File: src/rtl/gcbi_pkg.sv
package gcbi_pkg;

  typedef enum logic [2:0] {
    MODE_TICK  = 3'd0,
    MODE_START = 3'd1,
    MODE_STOP  = 3'd2,
    MODE_RESET = 3'd3,
    MODE_LOAD  = 3'd4
  } gcbi_mode_e;

  typedef enum logic [1:0] {
    ERR_OK         = 2'd0,
    ERR_START      = 2'd1,
    ERR_STOP_IDLE  = 2'd2
  } gcbi_err_e;

  localparam logic [1:0] REG_MAIN_TIME   = 2'd0;
  localparam logic [1:0] REG_BYOYOMI     = 2'd1;
  localparam logic [1:0] REG_STONES      = 2'd2;
  localparam logic [1:0] REG_INCREMENT   = 2'd3;

  localparam int unsigned TimeW = 34;

  localparam logic signed [TimeW-1:0] TimeMin = {1'b1, {(TimeW-1){1'b0}}};

endpackage

File: src/rtl/game_clock_byoyomi_increment_core.sv
// Game clock with main time, Canadian byoyomi and Fischer increment. Each accepted
// command (tick, start, stop, reset, load) updates the clock state at the accept edge
// and yields exactly one result via the output register; a new command
// is taken every cycle while the result side keeps up. The clock state is a 34-bit
// signed remaining time plus a stone counter; the result derives total, main and
// byoyomi times from it, clamped to 0..2^32-1. Registers sit at byte addresses
// 0 main time, 4 byoyomi period, 8 stones per period, 12 increment, and must only be
// written while no command is in flight; writes do not alter the running clock.
module game_clock_byoyomi_increment_core
  import gcbi_pkg::*;
(
  input  logic        clk_i,
  input  logic        rst_ni,

  input  logic        psel,
  input  logic        penable,
  input  logic        pwrite,
  input  logic [3:0]  paddr,
  input  logic [31:0] pwdata,
  output logic [31:0] prdata,
  output logic        pready,

  input  logic        in_valid_i,
  output logic        in_ready_o,
  input  logic [2:0]  mode_i,
  input  logic [30:0] main_left_in_ms_i,
  input  logic [15:0] stones_left_in_i,

  output logic        out_valid_o,
  input  logic        out_ready_i,
  output logic [31:0] time_left_ms_o,
  output logic [31:0] main_left_ms_o,
  output logic [31:0] byoyomi_left_ms_o,
  output logic [15:0] stones_left_o,
  output logic        ticking_o,
  output logic        timed_out_o,
  output logic [1:0]  error_o
);

  logic [30:0] main_time_q;
  logic [30:0] byo_ms_q;
  logic [15:0] byo_stones_q;
  logic [30:0] incr_q;

  logic signed [TimeW-1:0] time_q, time_d;
  logic [15:0]             stones_q, stones_d;
  logic                    running_q, running_d;
  logic                    overrun_q, overrun_d;

  logic      s1_valid_q;
  gcbi_err_e s1_err_q, err_d;

  logic        out_valid_q;
  logic [31:0] total_q, main_q, byo_left_q;
  logic [15:0] stones_out_q;
  logic        ticking_q, timed_out_q;
  gcbi_err_e   err_out_q;

  logic in_xfer;
  logic s1_adv;
  logic cfg_wr;

  assign pready = 1'b1;
  assign cfg_wr = psel & penable & pwrite;

  always_comb begin
    case (paddr[3:2])
      REG_MAIN_TIME: prdata = {1'b0, main_time_q};
      REG_BYOYOMI:   prdata = {1'b0, byo_ms_q};
      REG_STONES:    prdata = {16'd0, byo_stones_q};
      REG_INCREMENT: prdata = {1'b0, incr_q};
      default:       prdata = 32'd0;
    endcase
  end

  always_ff @(posedge clk_i or negedge rst_ni) begin
    if (!rst_ni) begin
      main_time_q  <= '0;
      byo_ms_q     <= '0;
      byo_stones_q <= '0;
      incr_q       <= '0;
    end else if (cfg_wr) begin
      case (paddr[3:2])
        REG_MAIN_TIME: main_time_q  <= pwdata[30:0];
        REG_BYOYOMI:   byo_ms_q     <= pwdata[30:0];
        REG_STONES:    byo_stones_q <= pwdata[15:0];
        REG_INCREMENT: incr_q       <= pwdata[30:0];
        default: ;
      endcase
    end
  end

  assign s1_adv     = s1_valid_q & (~out_valid_q | out_ready_i);
  assign in_ready_o = ~s1_valid_q | ~out_valid_q | out_ready_i;
  assign in_xfer    = in_valid_i & in_ready_o;

  logic signed [TimeW-1:0] byo_s;
  logic signed [TimeW-1:0] stop_base;
  logic signed [TimeW-1:0] stop_sum;
  logic [15:0]             stones_dec;
  logic                    reload;

  assign byo_s      = {3'b000, byo_ms_q};
  assign stones_dec = (stones_q == 16'd0) ? 16'd0 : stones_q - 16'd1;
  assign reload     = (time_q < byo_s) && (stones_dec == 16'd0);
  assign stop_base  = reload ? byo_s : time_q;
  assign stop_sum   = stop_base + {3'b000, incr_q};

  always_comb begin
    time_d    = time_q;
    stones_d  = stones_q;
    running_d = running_q;
    overrun_d = overrun_q;
    err_d     = ERR_OK;
    case (gcbi_mode_e'(mode_i))
      MODE_TICK: begin
        if (running_q && time_q != TimeMin) time_d = time_q - 34'sd1;
      end
      MODE_START: begin
        if (running_q || overrun_q) err_d = ERR_START;
        else running_d = 1'b1;
      end
      MODE_STOP: begin
        if (!running_q) begin
          err_d = ERR_STOP_IDLE;
        end else begin
          running_d = 1'b0;
          if (time_q[TimeW-1]) begin
            time_d    = '0;
            overrun_d = 1'b1;
          end else begin
            if (time_q < byo_s) stones_d = reload ? byo_stones_q : stones_dec;
            time_d = (stop_sum[33:32] != 2'b00) ? 34'sh0_FFFF_FFFF : stop_sum;
          end
        end
      end
      MODE_RESET: begin
        running_d = 1'b0;
        overrun_d = 1'b0;
        time_d    = {2'b00, {1'b0, main_time_q} + {1'b0, byo_ms_q}};
        stones_d  = byo_stones_q;
      end
      MODE_LOAD: begin
        running_d = 1'b0;
        time_d    = {2'b00, {1'b0, main_left_in_ms_i} + {1'b0, byo_ms_q}};
        stones_d  = stones_left_in_i;
      end
      default: ;
    endcase
  end

  always_ff @(posedge clk_i or negedge rst_ni) begin
    if (!rst_ni) begin
      time_q     <= '0;
      stones_q   <= '0;
      running_q  <= 1'b0;
      overrun_q  <= 1'b0;
      s1_valid_q <= 1'b0;
      s1_err_q   <= ERR_OK;
    end else begin
      if (in_xfer) begin
        time_q    <= time_d;
        stones_q  <= stones_d;
        running_q <= running_d;
        overrun_q <= overrun_d;
        s1_err_q  <= err_d;
      end
      if (in_xfer) s1_valid_q <= 1'b1;
      else if (s1_adv) s1_valid_q <= 1'b0;
    end
  end

  logic signed [TimeW:0] main_diff;
  logic [31:0]           total_c, main_c;

  assign main_diff = {time_q[TimeW-1], time_q} - {4'b0000, byo_ms_q};
  assign total_c   = time_q[TimeW-1] ? 32'd0 : time_q[31:0];
  assign main_c    = main_diff[TimeW] ? 32'd0 : main_diff[31:0];

  always_ff @(posedge clk_i or negedge rst_ni) begin
    if (!rst_ni) begin
      out_valid_q <= 1'b0;
    end else if (s1_adv) begin
      out_valid_q <= 1'b1;
    end else if (out_ready_i) begin
      out_valid_q <= 1'b0;
    end
  end

  always_ff @(posedge clk_i) begin
    if (s1_adv) begin
      total_q      <= total_c;
      main_q       <= main_c;
      byo_left_q   <= (main_c != 32'd0) ? {1'b0, byo_ms_q} : total_c;
      stones_out_q <= stones_q;
      ticking_q    <= running_q;
      timed_out_q  <= overrun_q;
      err_out_q    <= s1_err_q;
    end
  end

  assign out_valid_o       = out_valid_q;
  assign time_left_ms_o    = total_q;
  assign main_left_ms_o    = main_q;
  assign byoyomi_left_ms_o = byo_left_q;
  assign stones_left_o     = stones_out_q;
  assign ticking_o         = ticking_q;
  assign timed_out_o       = timed_out_q;
  assign error_o           = err_out_q;

endmodule
File: config.mk
export PLATFORM = sky130hd
export DESIGN_NAME = game_clock_byoyomi_increment_core
export DESIGN_NICKNAME = d
export VERILOG_FILES = /design/src/rtl/gcbi_pkg.sv /design/src/rtl/game_clock_byoyomi_increment_core.sv
export SDC_FILE = /design/constraint.sdc
export NUM_CORES = 1
export LEC_CHECK = 0
export BUFFER_PORTS_ARGS = -buffer_cell sky130_fd_sc_hd__buf_2
export CORE_MARGIN = 5
export CORE_UTILIZATION = 45
export CTS_CLUSTER_SIZE = 8
export DETAILED_ROUTE_END_ITERATION = 8
export HOLD_SLACK_MARGIN = 0.08
export PLACE_DENSITY = 0.63
export SLEW_MARGIN = 30
export SYNTH_ARGS = -nofsm -noshare
export SYNTH_HDL_FRONTEND = slang
export SYNTH_SLANG_ARGS = --single-unit
File: constraint.sdc
create_clock -name clk_i -period 13.92 [get_ports clk_i]
set_input_delay 0.696 -clock clk_i [delete_from_list [all_inputs] [get_ports clk_i]]
set_output_delay 0.696 -clock clk_i [all_outputs]
set_load 0.005 [all_outputs]
# [Word-level counts from Yosys, hierarchy flattened]
# Cells that the tools add are included.
[word_totals] regBits=281 latchBits=0 mem_bits_rw=0 romBits=0 in_bits=93 output_inout_bits=151 word_cells=101 mem_count=0
[op_classes] addsub=6 n_mul=0 div_mod_pow=0 magnitude_cmp=1 eq_ne=14 n_shift=0 mux=28 n_bitwise=9 n_reduce_logical=24
[ops] cell="34-bit two-way mux" count=5
[ops] cell="34-bit case mux with 4 select lines" count=1
[ops] cell="32-bit case mux with 4 select lines" count=1
[ops] cell="16-bit two-way mux" count=5
[ops] cell="31-bit by 31-bit adder with 32-bit output" count=2
[ops] cell="32-bit two-way mux" count=2
[ops] cell="16-bit case mux with 3 select lines" count=1
[ops] cell="34-bit by 32-bit subtractor with 35-bit output" count=1
[ops] cell="34-bit by 31-bit adder with 34-bit output" count=1
[ops] cell="34-bit by 32-bit less-than comparator with 1-bit output" count=1
[ops] cell="34-bit inequality test (second input constant)" count=1
[ops] cell="34-bit by 2-bit subtractor with 34-bit output (second input constant)" count=1
[ops] cell="16-bit zero test" count=2
[ops] cell="32-bit nonzero test" count=1
[ops] cell="31-bit two-way mux" count=1
[ops] cell="16-bit by 1-bit subtractor with 16-bit output (second input constant)" count=1
[ops] cell="2-bit inequality test (second input constant)" count=6
[ops] cell="2-bit nonzero test" count=5
[ops] cell="1-bit two-way mux" count=8
[ops] cell="2-bit AND reduction" count=4
[ops] cell="4-bit AND reduction" count=2
[ops] cell="3-bit by 2-bit == test with 1-bit output (second input constant)" count=2
[ops] cell="5-bit AND reduction" count=1
[ops] cell="1-bit bitwise AND" count=4
[ops] cell="17 further kinds" count=23

# [Logic depth before layout (Yosys ltp)]
# Gate-level depths: netlist of run 1.
[logic_depth] depth_word=11 depth_mapped=29 depth_no_buf=25

# [Worst setup path before layout of run 1]
# Ideal clock, no wire load.
[synth_path] path_kind="reg-to-reg" start="register byo_ms_q[4]" end="register time_q[31]" t_arrival_ns=5.955 t_required_ns=13.787 path_slack_ns=7.832 path_stages_with_launch=28 n_path_buf=3 synth_period_minus_slack_ns=6.088 cell_sequence="dfrtp_1 inv_1 ha_1 a21o_1 or3_1 o22a_2 a211o_2 a21oi_2 o211ai_1 a21oi_1 o21ai_0 clkbuf_1 clkbuf_1 o21ai_0 inv_1 fa_1 nor2b_1 o31ai_1 a31oi_1 a31oi_1 o31ai_1 a31oi_1 o211ai_1 and4_1 nor2_2 buf_2 o31ai_1 o21ai_0"
[synth_between] elab_chain_cells=9 elab_cells_between_ends=11
[synth_lines] item="start: declaration" line_no="game_clock_byoyomi_increment_core.sv:41" source="logic [30:0] byo_ms_q;"
[synth_lines] item="start signal: assignment" line_no="game_clock_byoyomi_increment_core.sv:85" source="REG_BYOYOMI: byo_ms_q <= pwdata[30:0];"
[synth_lines] item="34-bit by 32-bit less-than comparator with 1-bit output" line_no="game_clock_byoyomi_increment_core.sv:105" source="assign reload = (time_q < byo_s) && (stones_dec == 16'd0);"
[synth_lines] item="1-bit logical AND" line_no="game_clock_byoyomi_increment_core.sv:105"
[synth_lines] item="34-bit two-way mux" line_no="game_clock_byoyomi_increment_core.sv:106" source="assign stop_base = reload ? byo_s : time_q;"
[synth_lines] item="34-bit by 31-bit adder with 34-bit output" line_no="game_clock_byoyomi_increment_core.sv:107" source="assign stop_sum = stop_base + {3'b000, incr_q};"
[synth_lines] item="2-bit nonzero test" line_no="game_clock_byoyomi_increment_core.sv:133" source="time_d = (stop_sum[33:32] != 2'b00) ? 34'sh0_FFFF_FFFF : stop_sum;"
[synth_lines] item="34-bit two-way mux" line_no="game_clock_byoyomi_increment_core.sv:133"
[synth_lines] item="34-bit two-way mux" line_no="game_clock_byoyomi_increment_core.sv:128" source="if (time_q[TimeW-1]) begin"
[synth_lines] item="34-bit two-way mux" line_no="game_clock_byoyomi_increment_core.sv:124" source="if (!running_q) begin"
[synth_lines] item="34-bit case mux with 4 select lines *" line_no="game_clock_byoyomi_increment_core.sv:115" source="case (gcbi_mode_e'(mode_i))"
[synth_lines] item="end signal: assignment" line_no="game_clock_byoyomi_increment_core.sv:162" source="time_q <= time_d;"
[synth_lines] item="end: declaration" line_no="game_clock_byoyomi_increment_core.sv:45" source="logic signed [TimeW-1:0] time_q, time_d;"
# Mark *: on every way between the ends. The rest lies on a longest branch, timed or not. The select of a mux whose other input is x is not followed.
# A chain may end at the register's enable or synchronous reset.

# [Final worst setup path of run 1]
[layout_path] start="register byo_ms_q[9]" end="register time_q[22]"
# The elaborated chain is that of the path after synthesis.

==> results.md, run 1 <==
Final layout:
- Relative to the synthesized area, the layout overhead comes to 14.9%.
- Fill cells in the final layout number 3781.
- In the final layout, the share of cells above drive strength 1 is 24.6%.
- For this run, the post-layout net count is 2371.
- For this run, the share of the core covered by cells in the final layout is 52.5%.
- In the final layout, the multi-input gates occupy 0.0110 mm².
- In the final layout, flip-flops and latches occupy 0.00761 mm².

Min path:
- In this run the worst hold path is classified as input port to flip-flop.
- The worst hold path was traced through 2 stages.

Synthesis:
- In this run the cell area of the synthesized design comes to 0.0193 mm².
- The number of library cell types mapped by synthesis is 94.
- The flip-flop and latch count after synthesis is 281.
- The number of warnings reported in the yosys synthesis log is 0.
- The sequential area share after synthesis is 39.5%.
- The dominant synthesized flop cell is sky130_fd_sc_hd__dfrtp_1.
- The number of enable-type register cells in the synthesized netlist is 116.
- The mean area per synthesized cell is 9.76 µm².
- The net count of the mapped netlist is 2167.
- Synthesis produced a netlist whose cell count is 1975.
- The async set-reset flop share out of synthesis is 58.7%.

STA:
- The worst slew margin relative to its limit is 28.3%.
- The setup TNS after final layout is 0 ns.
- The post-route minimum period is 8.10 ns.
- Setup slack closes at 5.82 ns.
- Setup violations remaining at the end of the flow were counted as 0.
- Final hold analysis gives a worst-case slack of 0.377 ns.
- For this run, the top clock speed supported by timing is 0.123 GHz.
- The final count of pins violating max slew is 0.
- Setup repair after global routing left no endpoint under its margin.
- The worst path uses 58.2% of the clock period.
- The setup clock skew after layout is 0.0187 ns.
- At the pin with the least slew margin, the transition time is 1.05 ns.
- The total count of hold-check failures in the final report is 0.

Pwr:
- For this design the static power due to leakage is 9.68 nW.
- Dividing total power by cell area gives a power density of 208 mW/mm².
- The maximum resistive drop on vdd is 0.000114 V.
- The design draws 4.61 mW.

Detailed routing:
- The first-pass iteration count of the detailed router is 5.
- The vias per cell is 6.00.
- After detailed routing, the average wire length per cell comes to 22.2 µm.
- The count of routing violations after the opening detailed-route iteration is 1455.
- The DRC violation count after routing is 0.
- The remaining antenna violation count is 0.
- Summed over all layers, the routed wires come to 60.8 mm.
- For this block, the via count after detailed routing is 16461.

Clock tree:
- The clock root buffer is sky130_fd_sc_hd__clkbuf_16.
- The depth of the CTS H-tree is 2.
- Clock-pin slew was measured on the worst setup and hold paths at 0.06 ns.
- TritonCTS created 41 clock buffers.
- CTS saw 281 sinks.
- The longest clock path from root to sink contains 3 buffers.
- TritonCTS built the clock tree.
- The clock reaches the later pin of the worst-skew pair after 0.56 ns.

GRT:
- The overall global routing resource usage is 25.0%.
- Global routing finished with a remaining overflow of 0.
- The maximum number of pins on one net before global-route repair is 106.
- The first global-routing pass estimated 93.9 mm of wire.
- The via count of the first global-routing pass is 16096.
- The initial antenna violation count is 3.

Floorplanning:
- The initialized floorplan defines 75 standard-cell rows.
- The total core area is 0.0421 mm².
- From bottom edge to top edge, the die measures 217 µm.
- The die covers 0.0471 mm².
- In this run the horizontal extent of the chip is 217 µm.
- The initial core utilization is 45.7%.
- In this run the count of I/O pins placed on the die edge is 244.

Place:
- Before CTS, the worst setup slack after placement is 5.99 ns.
- The congestion estimate from routability-driven global placement came to 0.911.
- The HPWL after detailed placement is 44.7 mm.
- Input and output buffers added on the ports amount to 238.

Setup path:
- The startpoint type of the worst setup path is a flip-flop.
- The end of the worst register-to-register path is time_q[22].
- The worst-case register-to-register setup slack is 5.82 ns.
- The path type of the worst setup path is flip-flop to flip-flop.
- The endpoint class of the critical path is a flip-flop.
- In this run the worst path has a maximum fanout of 48.
- The origin of the worst setup path is byo_ms_q[9].
- The required time of the critical path is 14.37 ns.
- At the worst endpoint, the arrival time is 8.55 ns.
- The startpoint identified for the worst register-to-register timing path is byo_ms_q[9].
- The critical path capture point is time_q[22].
- The number of cells on the worst reg-to-reg path is 27.

Run status:
- The run finished with clean final reports.

Run:
- The count of maximum capacitance violations is 0.
## layer usage
| layer | vias to the layer above | share of wire (%) | GRT usage, % |
|---|---|---|---|
| li1 | 7709 | - | - |
| met1 | 8025 | 47 | 37.9 |
| met2 | 637 | 44 | 37.9 |
| met3 | 86 | 7.6 | 4.20 |
| met4 | 4 | 2.1 | 5.44 |
| met5 | - | 0.036 | 0 |
## worst min path at each step
stage | start | slack (ns) | to
2_1_floorplan | rst_ni | 0.40 | byo_ms_q[0]
3_3_place_gp | s1_err_q[1] | 0.43 | error_o[1]
3_5_place_dp | s1_err_q[1] | 0.44 | error_o[1]
4_1_cts | rst_ni | 0.29 | main_time_q[29]
5_1_grt | in_valid_i | 0.39 | s1_valid_q
6_report | in_valid_i | 0.38 | s1_valid_q
## layout make-up
type	count	share of cell area (%)
flip-flops and latches	281	34.4
clock buffers	63	5.01
inverters	71	1.20
diodes	1	0.0113
repair buffers	262	6.36
well taps	539	3.05
multi-input cells	1522	49.8
clock inverters	4	0.203
## worst max-delay path: stages, from the launching register on
cell                       delay [ns]
sky130_fd_sc_hd__dfrtp_1         0.55
sky130_fd_sc_hd__inv_1           0.08
sky130_fd_sc_hd__ha_1            0.51
sky130_fd_sc_hd__inv_1           0.14
sky130_fd_sc_hd__o21a_1          0.22
sky130_fd_sc_hd__o32ai_1         0.44
sky130_fd_sc_hd__a211o_2         0.25
sky130_fd_sc_hd__a21oi_2         0.13
sky130_fd_sc_hd__o211ai_1        0.33
sky130_fd_sc_hd__a21oi_1         0.17
sky130_fd_sc_hd__o21ai_4         0.13
sky130_fd_sc_hd__buf_4           0.56
sky130_fd_sc_hd__mux2_2          0.28
sky130_fd_sc_hd__ha_1            0.21
sky130_fd_sc_hd__inv_1           0.07
sky130_fd_sc_hd__fa_1            0.40
sky130_fd_sc_hd__nor2b_1         0.17
sky130_fd_sc_hd__o31ai_1         0.13
sky130_fd_sc_hd__a31oi_1         0.41
sky130_fd_sc_hd__a31oi_1         0.20
sky130_fd_sc_hd__o31ai_1         0.66
sky130_fd_sc_hd__a31oi_1         0.36
sky130_fd_sc_hd__o211ai_1        0.37
sky130_fd_sc_hd__a21oi_1         0.16
sky130_fd_sc_hd__nor2_2          0.29
sky130_fd_sc_hd__buf_4           0.33
sky130_fd_sc_hd__o21ai_0         0.14
sky130_fd_sc_hd__a221oi_1        0.28
## power by group
group	switching [mW]	internal, mW
logic	1.25	1.00
clock network	0.368	0.544
registers	0.286	1.17
## synth_stat cells, types with 12 or more instances
master / number / area [µm²]
sky130_fd_sc_hd__o211ai_1: 12 / 90.1
sky130_fd_sc_hd__a31oi_1: 27 / 169
sky130_fd_sc_hd__nor3_1: 50 / 250
sky130_fd_sc_hd__inv_1: 71 / 267
sky130_fd_sc_hd__or3_1: 14 / 87.6
sky130_fd_sc_hd__clkbuf_1: 75 / 282
sky130_fd_sc_hd__edfxtp_1: 116 / 3480
sky130_fd_sc_hd__nand4_1: 20 / 125
sky130_fd_sc_hd__o21a_1: 21 / 158
sky130_fd_sc_hd__mux2_2: 151 / 1700
sky130_fd_sc_hd__ha_1: 96 / 1200
sky130_fd_sc_hd__nor2b_1: 39 / 244
sky130_fd_sc_hd__nor4_1: 14 / 87.6
sky130_fd_sc_hd__nand2_1: 197 / 739
sky130_fd_sc_hd__o21ai_0: 128 / 641
sky130_fd_sc_hd__o21bai_1: 13 / 97.6
sky130_fd_sc_hd__nor2_1: 163 / 612
sky130_fd_sc_hd__a21oi_1: 127 / 636
sky130_fd_sc_hd__and2_1: 18 / 113
sky130_fd_sc_hd__a21o_1: 46 / 345
sky130_fd_sc_hd__mux2_4: 30 / 450
sky130_fd_sc_hd__a221oi_1: 20 / 175
sky130_fd_sc_hd__dfrtp_1: 165 / 4130
sky130_fd_sc_hd__xnor2_1: 56 / 490
sky130_fd_sc_hd__mux2i_1: 21 / 210
sky130_fd_sc_hd__nand3_1: 31 / 155
sky130_fd_sc_hd__mux4_2: 16 / 360
sky130_fd_sc_hd__nand2b_1: 22 / 138
sky130_fd_sc_hd__xor2_1: 30 / 263
## layout by cell type (no fill, tap or decap), types with 39 or more instances in the layout
cell                          n
sky130_fd_sc_hd__nand2_1    195
sky130_fd_sc_hd__inv_1       71
sky130_fd_sc_hd__nor2_1     161
sky130_fd_sc_hd__a21oi_1    127
sky130_fd_sc_hd__a21o_1      46
sky130_fd_sc_hd__nor3_1      48
sky130_fd_sc_hd__edfxtp_1   116
sky130_fd_sc_hd__clkbuf_16   41
sky130_fd_sc_hd__buf_2      236
sky130_fd_sc_hd__dfrtp_1    165
sky130_fd_sc_hd__mux2_2     151
sky130_fd_sc_hd__ha_1        96
sky130_fd_sc_hd__xnor2_1     56
sky130_fd_sc_hd__o21ai_0    126
sky130_fd_sc_hd__nor2b_1     39
## registers in the layout (all words and copies together) (netlist names)
| signal | count |
|---|---|
| main_time_q | 31 |
| out_valid_o | 1 |
| ticking_o | 1 |
| byo_ms_q | 31 |
| running_q | 1 |
| incr_q | 31 |
| stones_q | 16 |
| stones_left_o | 16 |
| overrun_q | 1 |
| s1_valid_q | 1 |
| main_left_ms_o | 32 |
| byoyomi_left_ms_o | 32 |
| time_q | 34 |
| error_o | 2 |
| s1_err_q | 2 |
| time_left_ms_o | 32 |
| byo_stones_q | 16 |
| timed_out_o | 1 |
## stage by stage
stage / instances / area [µm²]
6_report: 2743 / 22100
5_1_grt: 2743 / 22100
4_1_cts: 2740 / 22100
3_5_place_dp: 2673 / 20900
3_3_place_gp: 2673 / 20900
2_1_floorplan: 1975 / 19300
## timing repair
item                                   4_1_cts  5_1_grt
resized for setup                            0        0
hold buffers                                 0        1
endpoints found under the hold margin        0       24
setup buffers                                0        0
setup endpoints to repair                    0        0
## logic make-up (layout without fill, tap and decap cells)
kind of cell | after synthesis | in the layout | synth area share, %
AOI/OAI and AO/OA | 501 | 501 | 16.9
DFF | 281 | 281 | 39.5
xor gates and xnor gates | 86 | 86 | 3.91
buffers and inverters | 172 | 400 | 3.70
adders and majority gates | 99 | 99 | 6.55
other | 2 | 3 | 0.0390
muxes | 218 | 218 | 14.1
and+or+nand+nor | 616 | 616 | 15.2
No activity file was read; power rests on OpenSTA's default activity.
==> run 2, diff against run 1 <==
- clock period: 13.92 -> 7.6 ns (I/O delays scaled with it)
==> run 2 against run 1 <==
Compared with the run above:
- total power is 87% higher
- combinational power is 94% higher
- flip-flop and latch count stayed put
- via count is 1.8% higher
- global-route usage is 1.0 points higher
- critical path depth is 1 lower
- largest cell class unchanged
- first-iteration DRC count is 15% higher
- sequential power is 77% higher
- cell area is 2.1% higher
- critical path type unchanged
- maximum frequency is 16% higher
==> results.md, run 2 (same netlist as run 1, synthesis figures left out) <==
Final layout:
- The top cell types in the final layout, fill and taps aside, are sky130_fd_sc_hd__buf_2, sky130_fd_sc_hd__nand2_1, sky130_fd_sc_hd__dfrtp_1.
- The layout cell share with drive strength beyond 1 is 25.7%.
- At the end of the flow, the number of nets in the layout was 2424.
- Counting flops per register, the top entry is time_q.
- The end-of-flow core utilization is 53.6%.
- From synthesis to final layout, the design area changed by 17.2%.
- The library cell used most frequently in the layout, excluding fill and tap cells, is sky130_fd_sc_hd__buf_2.
- The finished layout holds 2797 standard cells, fillers aside.
- The design area is 0.0226 mm².
- The flip-flop count of the largest register after layout is 34.

Place:
- The total cell area at the placement stage is 0.0212 mm².
- Once placement completed, the tool counted placed cells totaling 2710.
- The HPWL after detailed placement is 47.5 mm.
- Timing analysis after detailed placement gives a worst setup slack of 0.731 ns.
- The routability congestion estimate from global placement is 0.922.
- The count of input and output buffers is 238.

Clock tree:
- The number of CTS-inserted buffers is 41.
- The tree is rooted in a sky130_fd_sc_hd__clkbuf_16.
- The worst-case clock buffer depth is 3.
- After clock tree synthesis, the clock-pin slew on the worst setup and hold paths is 0.05 ns.
- The depth of the CTS H-tree is 2.
- The setup fix buffers added after clock tree synthesis is 0.
- The sink count of the clock tree is 281.
- TritonCTS built the clock tree.
- At the later pin of the worst-skew pair, clock insertion delay measures 0.56 ns.

Setup path:
- In this run the critical register-to-register path is captured at time_q[22].
- Together, buffers and inverters on the worst path number 3.
- The cell that appears most often on the critical path is sky130_fd_sc_hd__a31oi_1.
- The delay of the slowest cell on the worst path is 0.48 ns.
- The startpoint type of the worst setup path is a flip-flop.
- The required time of the critical path is 8.04 ns.
- The setup check on the worst reg-to-reg path leaves a slack of 0.64 ns.
- STA classifies the critical path endpoint as a flip-flop.
- The slowest stage of the critical path is the sky130_fd_sc_hd__dfrtp_1 cell.
- The arrival time at the worst endpoint is 7.39 ns.
- The origin of the critical flop-to-flop path is byo_ms_q[4].
- The top cell family by delay on the critical path is compound AO/OA/AOI/OAI gates.
- Along the worst path, the maximum fanout reaches 28.
- The path type of the worst setup path is flip-flop to flip-flop.
- The number of cells on the worst reg-to-reg path is 26.

Min path:
- The startpoint of the lowest-slack hold path is pwdata[28].
- The path class of the lowest-slack min-delay path is input port to flip-flop.
- The end point of the worst hold path is incr_q[28].
- The worst hold path was traced through 2 stages.

STA:
- For the pin with the worst max-slew slack, the measured transition is 1.04 ns.
- On the final layout, the worst hold slack is 0.109 ns.
- Setup repair after global routing left no endpoint under its margin.
- The final count of pins violating max slew is 0.
- Setup slack closes at 0.645 ns.
- The post-route minimum period is 6.96 ns.
- Derived from the worst setup path, the maximum achievable clock frequency is 0.144 GHz.
- The setup TNS after final layout is 0 ns.
- Dividing the final minimum period by the clock period gives 91.5%.
- The setup clock skew after layout is 0.0268 ns.
- The total count of hold-check failures in the final report is 0.
- The worst slew margin relative to its limit is 30.7%.
- The number of setup violations in the final report is 0.

Floorplanning:
- The initial core utilization is 45.7%.
- Measured along the x axis, the die boundary spans 217 µm.
- In this run the vertical extent of the chip is 217 µm.
- The total core area is 0.0421 mm².
- The die covers 0.0471 mm².
- Pin placement for this block handled 244 I/O pins.
- The placement row count is 75.

Pwr:
- Power spread over the standard cell area amounts to 382 mW/mm².
- The share of power burned in combinational logic is 50.4%.
- For this design the total switching power over the nets is 3.56 mW.
- The internal power component is 5.07 mW.
- The relative contribution of the clock network to total power is 19.7%.
- Across the VDD grid, the largest voltage drop is 0.000225 V.
- The leakage component of the power is 9.93 nW.
- The sum of internal, switching and leakage power is 8.63 mW.
- Sequential cells burn 29.9% of the power.
- The net switching share of the total power is 41.3%.

Run status:
- The flow ran to the end, and the final reports show no timing, DRC or antenna violations.

GRT:
- The initial antenna violation count is 3.
- The first global-routing pass estimated 96.9 mm of wire.
- The overall global routing resource usage is 26.0%.
- The via count of the first global-routing pass is 16342.
- The final global-route overflow total is 0.
- The maximum number of pins on one net before global-route repair is 67.

Run:
- The tool flagged a number of max-cap violations equal to 0.

Detailed routing:
- The overall via count from detail_route is 16757.
- The count of nets left with antenna violations once routing finished came out at 0.
- After detailed routing, the number of vias per cell comes to 5.99.
- The wire length per cell after detailed routing is 22.6 µm.
- The count of routing violations after the opening detailed-route iteration is 1675.
- After detailed routing, the number of remaining DRC violations is 0.
- Summed over all layers, the routed wires come to 63.2 mm.
- Before antenna repair, the detailed router went through 7 iterations.
## run 2: cell count changes in the layout (fill, tap and decap cells not counted), sizes merged
cell         change
buf             +37
clkbuf           +1
clkinv           -1
dlygate4sd3     +17
## run 2: worst max path at each step
| stage | cells past startpoint | from | slack (ns) | end |
|---|---|---|---|---|
| 2_1_floorplan | 27 | byo_ms_q[4] | 1.51 | time_q[31] |
| 4_1_cts | 26 | byo_ms_q[4] | 0.70 | time_q[22] |
| 3_3_place_gp | 26 | byo_ms_q[4] | 0.82 | time_q[31] |
| 3_5_place_dp | 26 | byo_ms_q[4] | 0.73 | time_q[31] |
| 6_report | 26 | byo_ms_q[4] | 0.64 | time_q[22] |
| 5_1_grt | 26 | byo_ms_q[4] | 0.22 | time_q[31] |
## run 2: per-layer routing
layer	track usage (%)	up-vias	share of wire, %
met5	0	-	0.021
met4	5.75	2	1.8
met3	5.23	74	8.9
met2	38.1	757	43
met1	40.0	8107	46
li1	-	7817	-
## run 2: power by group through the flow
stage	logic, mW	clock network, mW	registers (mW)
floorplan	3.04	0	2.46
global placement	4.21	0	2.58
detailed placement	4.27	0	2.59
CTS	4.30	1.75	2.57
global route	4.77	1.81	2.63
finish	4.35	1.70	2.58
## run 2: final cells by class
| class | count | area (µm²) |
|---|---|---|
| Fill cell | 3770 | 19500 |
| Multi-Input combinational cell | 1522 | 11000 |
| Sequential cell | 281 | 7610 |
| Timing Repair Buffer | 315 | 1840 |
| Clock buffer | 65 | 1140 |
| Tap cell | 539 | 674 |
| Inverter | 71 | 267 |
| Clock inverter | 3 | 41.3 |
| Antenna cell | 1 | 2.50 |
## run 2: repair_timing
item | in CTS | in global routing
endpoints found under the hold margin | 82 | 0
hold buffers | 18 | 0
resized for setup | 0 | 0
## run 2: worst register-to-register path: stages (launching register included)
cell and delay (ns):
sky130_fd_sc_hd__dfrtp_1 0.48, sky130_fd_sc_hd__inv_1 0.11, sky130_fd_sc_hd__ha_1 0.37, sky130_fd_sc_hd__a21o_1 0.26
sky130_fd_sc_hd__or3_1 0.34, sky130_fd_sc_hd__o22a_2 0.26, sky130_fd_sc_hd__a211o_2 0.37, sky130_fd_sc_hd__a21oi_2 0.32
sky130_fd_sc_hd__o211ai_1 0.21, sky130_fd_sc_hd__a21oi_1 0.29, sky130_fd_sc_hd__o21ai_4 0.17, sky130_fd_sc_hd__mux2_2 0.27
sky130_fd_sc_hd__ha_1 0.17, sky130_fd_sc_hd__inv_1 0.06, sky130_fd_sc_hd__fa_1 0.40, sky130_fd_sc_hd__nor2b_1 0.17
sky130_fd_sc_hd__o31ai_1 0.14, sky130_fd_sc_hd__a31oi_1 0.44, sky130_fd_sc_hd__a31oi_1 0.19, sky130_fd_sc_hd__o31ai_1 0.42
sky130_fd_sc_hd__a31oi_1 0.20, sky130_fd_sc_hd__o211ai_1 0.29, sky130_fd_sc_hd__a21oi_1 0.14, sky130_fd_sc_hd__nor2_2 0.15
sky130_fd_sc_hd__buf_12 0.20, sky130_fd_sc_hd__o21ai_0 0.11, sky130_fd_sc_hd__a221oi_1 0.31
==> run 3, diff against run 2 <==
- ABC_CLOCK_PERIOD_IN_PS: unset -> 7600
- BUFFER_PORTS_ARGS: -buffer_cell sky130_fd_sc_hd__buf_2 -> -buffer_cell sky130_fd_sc_hd__clkbuf_2
==> run 3 against run 2 <==
Compared with the run above:
- cell count decreased by 0.14%
- utilization decreased by 0.098 points
- register-to-register slack improved by 0.05 ns
- clock skew increased by 0.0061 ns
- setup slack improved by 0.053 ns
- maximum frequency increased by 0.77%
- sequential power barely moved
- routed wire length about the same
- global-route usage about the same
- total power is 0.16% lower
- sequential share of layout area up 0.062 points
- clock power about the same
==> results.md, run 3 (same netlist as run 1, synthesis figures left out) <==
Pwr:
- The leakage component of the power is 9.94 nW.
- Power comes to 8.62 mW.
- The maximum resistive drop on vdd is 0.000215 V.
- The power density of the placed cells is 382 mW/mm².

STA:
- Setup total negative slack on the finished layout was measured at 0 ns.
- Clock skew on the completed layout was measured at 0.0329 ns.
- The period utilization is 90.8%.
- The final count of pins violating max slew is 0.
- The total count of hold-check failures in the final report came to 0.
- The worst setup margin is 0.698 ns.
- For this run, the top clock speed supported by timing is 0.145 GHz.
- The worst pin sits at a relative slew slack of 35.3%.
- Setup repair after global routing left no endpoint under its margin.
- At the pin with the least slew margin, the transition time is 0.965 ns.
- The number of setup violations in the final report is 0.
- Hold timing on the final database bottoms out at a slack of 0.105 ns.
- For the finished layout, the period the worst path requires is 6.90 ns.

Setup path:
- At the worst endpoint, the arrival time is 7.33 ns.
- The required time of the critical path is 8.03 ns.
- Among all stages on the critical path, the largest delay is contributed by sky130_fd_sc_hd__dfrtp_1.
- The worst setup path is launched from a flip-flop.
- The peak fanout along the critical path is 10.
- On the worst path, the slowest cell contributes a delay of 0.47 ns.
- The endpoint class of the critical path is a flip-flop.
- The path type of the worst setup path is flip-flop to flip-flop.

Clock tree:
- Hold repair after CTS inserted 13 buffers.
- The number of CTS-inserted buffers is 41.
- The CTS tree is built.
- The cell sitting at the root of the clock tree is a sky130_fd_sc_hd__clkbuf_16.
- The clock latency reported for the late side of the worst-skew pair is 0.57 ns.
- The post-CTS resize count is 0.
- Clock-pin slew was measured on the worst setup and hold paths at 0.06 ns.
- Clock tree synthesis found a total of 281 sinks.
- The depth of the CTS H-tree is 2.
- The clock passes through at most 3 buffers.
- Post-CTS timing repair inserted 0 buffers for setup.

Detailed routing:
- The first-pass iteration count of the detailed router is 7.
- The wire length per cell after detailed routing is 22.6 µm.
- The remaining antenna violation count is 0.
- The count of routing violations after the opening detailed-route iteration is 1608.
- The DRC violation count after routing is 0.
- After detailed routing, the total wire length is 63.2 mm.
- Dividing the detail-routed via count by the number of cells gives 6.04.
- Detailed routing inserted a total of 16877 vias.

Place:
- The worst-case setup slack after placement is 0.777 ns.
- The estimated wirelength of the detail-placed design is 47.5 mm.
- Buffers placed on the I/O ports in this run total 238.
- The congestion estimate from routability-driven global placement came to 0.941.

GRT:
- The initial antenna violation count is 2.
- The total overflow left after global routing is 0.
- The via count of the first global-routing pass was 16659.
- Across every metal layer, demand over resource in global routing totals 26.0%.
- Entering global routing, the biggest net connects 96 pins.
- The first-pass GRT wire length is 97.6 mm.

Floorplanning:
- For this configuration, the core starts out at a cell density of 45.7%.
- The horizontal extent of the die is 217 µm.
- The placement row count is 75.
- In this run the count of I/O pins placed on the die edge is 244.
- The die covers 0.0471 mm².
- In this run the standard cell core region covers 0.0421 mm².
- The die is 217 µm tall.

Final layout:
- The layout cell share with drive strength beyond 1 is 25.8%.
- The library cells used most frequently in the layout, excluding fill and tap cells, are sky130_fd_sc_hd__clkbuf_2, sky130_fd_sc_hd__nand2_1, sky130_fd_sc_hd__dfrtp_1.
- The layout-stage area growth over the synthesis result is 17.0%.
- Counting flops per register, the top entry is time_q.
- The flip-flop count of the largest register after layout is 34.
- Leaving out fill and tap cells, the most frequent cell in the layout is sky130_fd_sc_hd__clkbuf_2.
- The final net count is 2420.
- Fill cells in the final layout number 3792.

Run:
- The tool flagged a number of max-cap violations equal to 0.

Min path:
- The path class of the tightest hold or removal check is input port to flip-flop.

Run status:
- The flow ran to the end, and the final reports show no timing, DRC or antenna violations.
run 3: cell types whose count changed in the layout (fill, tap and decap cells not counted), sizes merged:
cell         change
buf            -237
clkbuf         +236
clkinv           +1
diode            +1
dlygate4sd3      -5
run 3: per-layer routing:
layer	global-route usage, %	part of all wire [%]	wire length [µm]	vias up
met5	0	0.011	7	-
met4	6.78	2.2	1380	2
met3	4.35	8.0	5020	94
met2	38.8	43	27000	713
met1	39.5	47	29800	8273
li1	-	-	-	7795
run 3: critical path, delay by kind of cell (launching register included):
family / cells / cell delay [ns]
buffers and inverters: 3 / 0.32
flip-flops: 1 / 0.47
adder cells (fa/ha/maj): 3 / 0.93
AO/OA/AOI/OAI: 15 / 3.90
AND/OR/NAND/NOR: 4 / 0.88
multiplexers: 1 / 0.26
run 3: layout make-up:
type                    instances  area [µm²]  area share [%]
diodes                          2        5.00          0.0222
clock buffers                  63        1120            4.96
clock inverters                 4        46.3           0.205
inverters                      71         267            1.18
multi-input cells            1522       11000            48.9
flip-flops and latches        281        7610            33.8
well taps                     539         674            2.99
repair buffers                311        1810            8.02
run 3: where the power goes:
group	internal (mW)	switching, mW	leakage, nW
clock network	1.01	0.681	0.559
logic	1.90	2.43	6.22
registers	2.15	0.449	3.16
run 3: metrics by stage:
stage / cells / instance area (µm²) / util (%)
floorplan: 1975 / 19300 / -
global placement: 2709 / 21200 / 50.3
detailed placement: 2711 / 21200 / 50.4
CTS: 2791 / 22500 / 53.5
global route: 2792 / 22500 / 53.5
finish: 2793 / 22500 / 53.5
run 3: worst paths after layout:
check / to / cells after the start / start / slack (ns)
worst max-delay path: time_q[31] / 26 / byo_ms_q[4] / 0.70
worst min-delay path: main_time_q[26] / 2 / pwdata[26] / 0.10
worst max register to register: time_q[31] / 26 / byo_ms_q[4] / 0.70
worst min register to register: error_o[1] / 0 / s1_err_q[1] / 0.46
max in group asynchronous: incr_q[16] / 3 / rst_ni / 5.83
min in group asynchronous: main_time_q[27] / 2 / rst_ni / 0.51
